File: config.mk
export PLATFORM = sky130hd
export DESIGN_NAME = lprf_front
export DESIGN_NICKNAME = d
export VERILOG_FILES = /design/src/rtl/lprf_pkg.sv /design/src/rtl/lprf_front.sv
export SDC_FILE = /design/constraint.sdc
export NUM_CORES = 1
export LEC_CHECK = 0
export BUFFER_PORTS_ARGS = -buffer_cell sky130_fd_sc_hd__buf_2
export CAP_MARGIN = 40
export CORE_UTILIZATION = 32
export DETAILED_ROUTE_END_ITERATION = 16
export GPL_TIMING_DRIVEN = 1
export PLACE_DENSITY = 0.59
export SLEW_MARGIN = 30
export SYNTH_ARGS = -nofsm -noshare
export SYNTH_HDL_FRONTEND = slang
export SYNTH_SLANG_ARGS = --single-unit
File: constraint.sdc
create_clock -name clk -period 2.6 [get_ports clk]
set_clock_uncertainty 0.2 [all_clocks]
set_input_delay 0.13 -clock clk [delete_from_list [all_inputs] [get_ports clk]]
set_output_delay 0.13 -clock clk [all_outputs]
set_load 0.01 [all_outputs]
File: src/rtl/lprf_pkg.sv
`timescale 1ns / 1ps

package lprf_pkg;

	localparam int BUFFER_BYTES_DEF = 4096;
	localparam int MAX_RECORD_DEF   = 64;

	localparam logic [2:0] OP_PUSH  = 3'd0;
	localparam logic [2:0] OP_POP   = 3'd1;
	localparam logic [2:0] OP_PEEK  = 3'd2;
	localparam logic [2:0] OP_CLEAR = 3'd3;

	localparam logic [2:0] STS_OK       = 3'd0;
	localparam logic [2:0] STS_EMPTY    = 3'd1;
	localparam logic [2:0] STS_NO_SPACE = 3'd2;
	localparam logic [2:0] STS_OVER     = 3'd3;
	localparam logic [2:0] STS_BAD_LEN  = 3'd4;

	typedef struct packed {
		logic [2:0] operation;
		logic [7:0] data_byte;
		logic       first_of_record;
		logic [6:0] record_length;
		logic [6:0] reader_capacity;
	} in_item_t;

	typedef struct packed {
		logic [2:0]  status;
		logic [7:0]  out_byte;
		logic [6:0]  stored_length;
		logic [11:0] free_bytes;
		logic        last;
	} out_item_t;

	typedef enum logic [1:0] {
		K_PUSH  = 2'd0,
		K_FETCH = 2'd1,
		K_CLEAR = 2'd2,
		K_QUERY = 2'd3
	} cmd_kind_t;

	// decoded command as it waits between front and back
	typedef struct packed {
		cmd_kind_t  kind;
		logic       advance;
		logic       first_of_record;
		logic [7:0] data_byte;
		logic [6:0] record_length;
		logic [6:0] reader_capacity;
	} ent_t;

endpackage

File: src/rtl/lprf_front.sv
`timescale 1ns / 1ps

module lprf_front import lprf_pkg::*; (
	input  logic     clk,
	input  logic     arst_n,
	input  logic     cmd_valid,
	output logic     cmd_ready,
	input  in_item_t cmd,
	output ent_t     head,
	output logic     head_valid,
	input  logic     pop
);

	localparam int QDEPTH = 2;
	localparam int QAW    = $clog2(QDEPTH);
	localparam int QCW    = $clog2(QDEPTH + 1);

	ent_t             ent_q [QDEPTH];
	logic [QAW-1:0]   wr_q;
	logic [QAW-1:0]   rd_q;
	logic [QCW-1:0]   cnt_q;
	logic             push_q;
	ent_t             dec;

	function automatic ent_t classify(input in_item_t it);
		ent_t e;
		e.advance         = 1'b0;
		e.first_of_record = it.first_of_record;
		e.data_byte       = it.data_byte;
		e.record_length   = it.record_length;
		e.reader_capacity = it.reader_capacity;
		case (it.operation)
			OP_PUSH: begin
				e.kind = K_PUSH;
			end
			OP_POP: begin
				e.kind    = K_FETCH;
				e.advance = 1'b1;
			end
			OP_PEEK: begin
				e.kind = K_FETCH;
			end
			OP_CLEAR: begin
				e.kind = K_CLEAR;
			end
			default: begin
				e.kind = K_QUERY;
			end
		endcase
		return e;
	endfunction

	assign dec        = classify(cmd);
	assign cmd_ready  = (cnt_q != QCW'(QDEPTH));
	assign push_q     = cmd_valid && cmd_ready;
	assign head       = ent_q[rd_q];
	assign head_valid = (cnt_q != '0);

	always_ff @(posedge clk) begin
		if (push_q) begin
			ent_q[wr_q] <= dec;
		end
	end

	always_ff @(posedge clk or negedge arst_n) begin
		if (!arst_n) begin
			wr_q  <= '0;
			rd_q  <= '0;
			cnt_q <= '0;
		end else begin
			if (push_q) begin
				wr_q <= wr_q + QAW'(1);
			end
			if (pop) begin
				rd_q <= rd_q + QAW'(1);
			end
			case ({push_q, pop})
				2'b10: cnt_q <= cnt_q + QCW'(1);
				2'b01: cnt_q <= cnt_q - QCW'(1);
				default: cnt_q <= cnt_q;
			endcase
		end
	end

endmodule

==> impl_metrics.py <==
metrics = {
    "cells_and_area": {
        "final_cell_mix": "57 x buf_2, 52 x edfxtp_1, 31 x dlygate4sd3_1",
        "areaGrowthSynthToFinish_pct": 36.8,
        "fillers": 562,
        "fin_nets": 227,
        "layout-drive-gt1-share_pct": 48.5,
        "antennaDiodeCount": 0,
        "final_cells": 273,
        "final_common_cell": "buf_2",
    },
    "route": {
        "postRouteWirelength_um": 3640,
        "wl_per_cell_um": 13.3,
        "ant_nets": 0,
        "drc": 4,
        "firstDrtPassIters": 10,
        "dr_total_vias": 1201,
        "via_per_inst": 4.40,
        "first_iter_violations": 37,
    },
    "place": {
        "place_inst": 235,
        "place_ws_ns": 0.735,
        "place_congestion": 0.748,
        "io_buffers": 57,
    },
    "sta": {
        "setup_ws_ns": 0.545,
        "rsz0062_at_grt": "no",
        "max_freq_mhz": 487,
        "setup_viol": 0,
        "hold_viol": 0,
        "period_share_pct": 79.0,
        "fin_setup_tns_ns": 0,
        "relSlewSlack_pct": 63.3,
        "final_max_slew_viol_count": 0,
        "fin_crit_ns": 2.05,
        "worst_pin_slew_ns": 0.549,
    },
    "job": {
        "drv_cap": 0,
    },
    "cts": {
        "cts_tree": "done",
        "clk_latency_ns": 0.29,
        "cts_buffers": 5,
        "cts_sinks": 56,
        "clkSlewWorstSetupHoldPaths_ns": 0.09,
        "cts_root_buffer": "clkbuf_8",
        "ctsResizeCount": 0,
        "htree_num_levels": 2,
        "clockBufferDepth": 2,
    },
    "grt": {
        "gr-usage-all-layers_pct": 10.8,
        "overflow": 0,
        "antenna_found_initial": 0,
        "grt_pass1_wl_um": 5910,
        "first_global_vias": 1333,
        "grt_max_degree": 27,
    },
    "die": {
        "die_h_um": 84.8,
        "chipWidth_um": 84.8,
        "io_pins": 58,
        "start_util_pct": 33.8,
        "fp-row-count": 29,
        "core-area_mm2": 0.00649,
        "die_area_mm2": 0.00719,
    },
    "hold_path": {
        "holdCritStartpoint": "cnt_q[1]",
        "holdPathEnd": "cnt_q[1]",
        "hold_class": "reg -> reg",
        "holdPathStages": 1,
    },
    "critical_path": {
        "r2r_end": "ent_q[0][22]",
        "required_ns": 2.27,
        "start_kind": "flip-flop",
        "r2r-start": "cnt_q[0]",
        "worstSetupPathType": "reg -> out",
        "arrival_ns": 1.72,
        "crit_fanout": 22,
        "r2r_cells": 4,
        "r2r_slack_ns": 0.72,
        "cp-end-kind": "output port",
    },
    "power_and_ir_drop": {
        "swShare_pct": 27.2,
        "pwr-share-comb_pct": 34.3,
        "vdd_drop_max_v": 0.000545,
        "pwr-share-seq_pct": 44.7,
        "p_switching_uw": 802,
        "power.density_mw_per_mm2": 983,
        "p_leak_nw": 1.20,
        "power.internal_mw": 2.15,
        "clkPwrFrac_pct": 21.1,
    },
    "synthesis": {
        "syn_avg_cell_area_um2": 21.7,
        "synth_area_mm2": 0.00219,
        "syn_inst": 101,
        "yosysWarnings": 0,
        "synthDistinctLibCells": 16,
        "synth-seq-area-share_pct": 75.8,
        "synth_nets": 132,
        "ys_seq_elements": 56,
    },
    "status": {
        "violations": "DRC",
        "status": "finished with violations",
    },
}
-- through the flow --
stage	cell area (µm²)	power (mW)	util, %	hold WS (ns)
floorplan	2190	2.05	-	-0.366
global placement	2560	2.30	39.4	-0.263
detailed placement	2560	2.34	39.4	-0.257
CTS	3000	3.00	46.2	0.319
global route	3000	3.11	46.2	0.339
finish	3000	2.95	46.2	0.309
-- routing by layer --
metal	global-route usage [%]	part of all wire, %
met1	11.6	40
met2	21.0	55
met3	2.95	4.6
met4	2.77	0.55
met5	0	0
-- worst max path at each step --
stage	start	endpoint	slack, ns	depth (start not counted)
after floorplan	cnt_q[0]	ent_q[0][0]	0.18	3
after global placement	cnt_q[0]	ent_q[0][15]	0.83	4
after detailed placement	cnt_q[0]	ent_q[0][17]	0.74	4
after CTS	rd_q	head[1]	0.47	3
after global routing	rd_q	head[1]	0.44	3
final	rd_q	head[1]	0.55	3
-- worst max-delay path: stages (launching register included) --
cell and delay, ns:
dfrtp_1 0.49, buf_4 0.41, mux2_2 0.39, buf_2 0.14
-- power groups by stage --
| stage | combinational [mW] | clock [mW] | sequential, mW |
|---|---|---|---|
| 5_1_grt | 1.10 | 0.670 | 1.34 |
| 6_report | 1.01 | 0.621 | 1.32 |
| 4_1_cts | 1.04 | 0.641 | 1.32 |
| 2_1_floorplan | 0.743 | 0 | 1.31 |
| 3_5_place_dp | 0.999 | 0 | 1.34 |
| 3_3_place_gp | 0.976 | 0 | 1.33 |
-- repair_timing --
item                      4_1_cts  5_1_grt
hold buffers                   31        0
buffers inserted                0        0
hold endpoints to repair       58        0
-- cell usage after synthesis, drive strengths merged --
cell,instances,area (µm²)
ha,1,12.5
nand2b,2,12.5
edfxtp,52,1560
and3,1,6.26
mux2,26,364
nor2,2,7.51
xnor2,4,35.0
or2,1,6.26
buf,3,51.3
a21o,1,7.51
xor2,2,17.5
nand2,1,3.75
dfrtp,4,100
nor3b,1,7.51
-- registers in the layout, summed over array words and instances, names as in the netlist --
name	cells
cnt_q	2
ent_q	52
rd_q	1
wr_q	1
-- cell type report --
type,instances,area (µm²),area share [%]
tap,77,96.3,3.21
multi-input combinational,42,483,16.1
clock inverter,2,60.1,2.00
timing repair buffer,91,631,21.0
clock buffer,5,68.8,2.29
sequential,56,1660,55.4
-- logic make-up after synthesis --
family / Yosys count / synth area share [%]
buffers and inverters: 3 / 2.34
xor gates and xnor gates: 6 / 2.40
DFF: 56 / 75.8
muxes: 26 / 16.6
and+or+nand+nor: 8 / 2.00
adders and majority gates: 1 / 0.570
AOI/OAI and AO/OA: 1 / 0.342
Note: power is estimated with default switching activity, not from simulation.
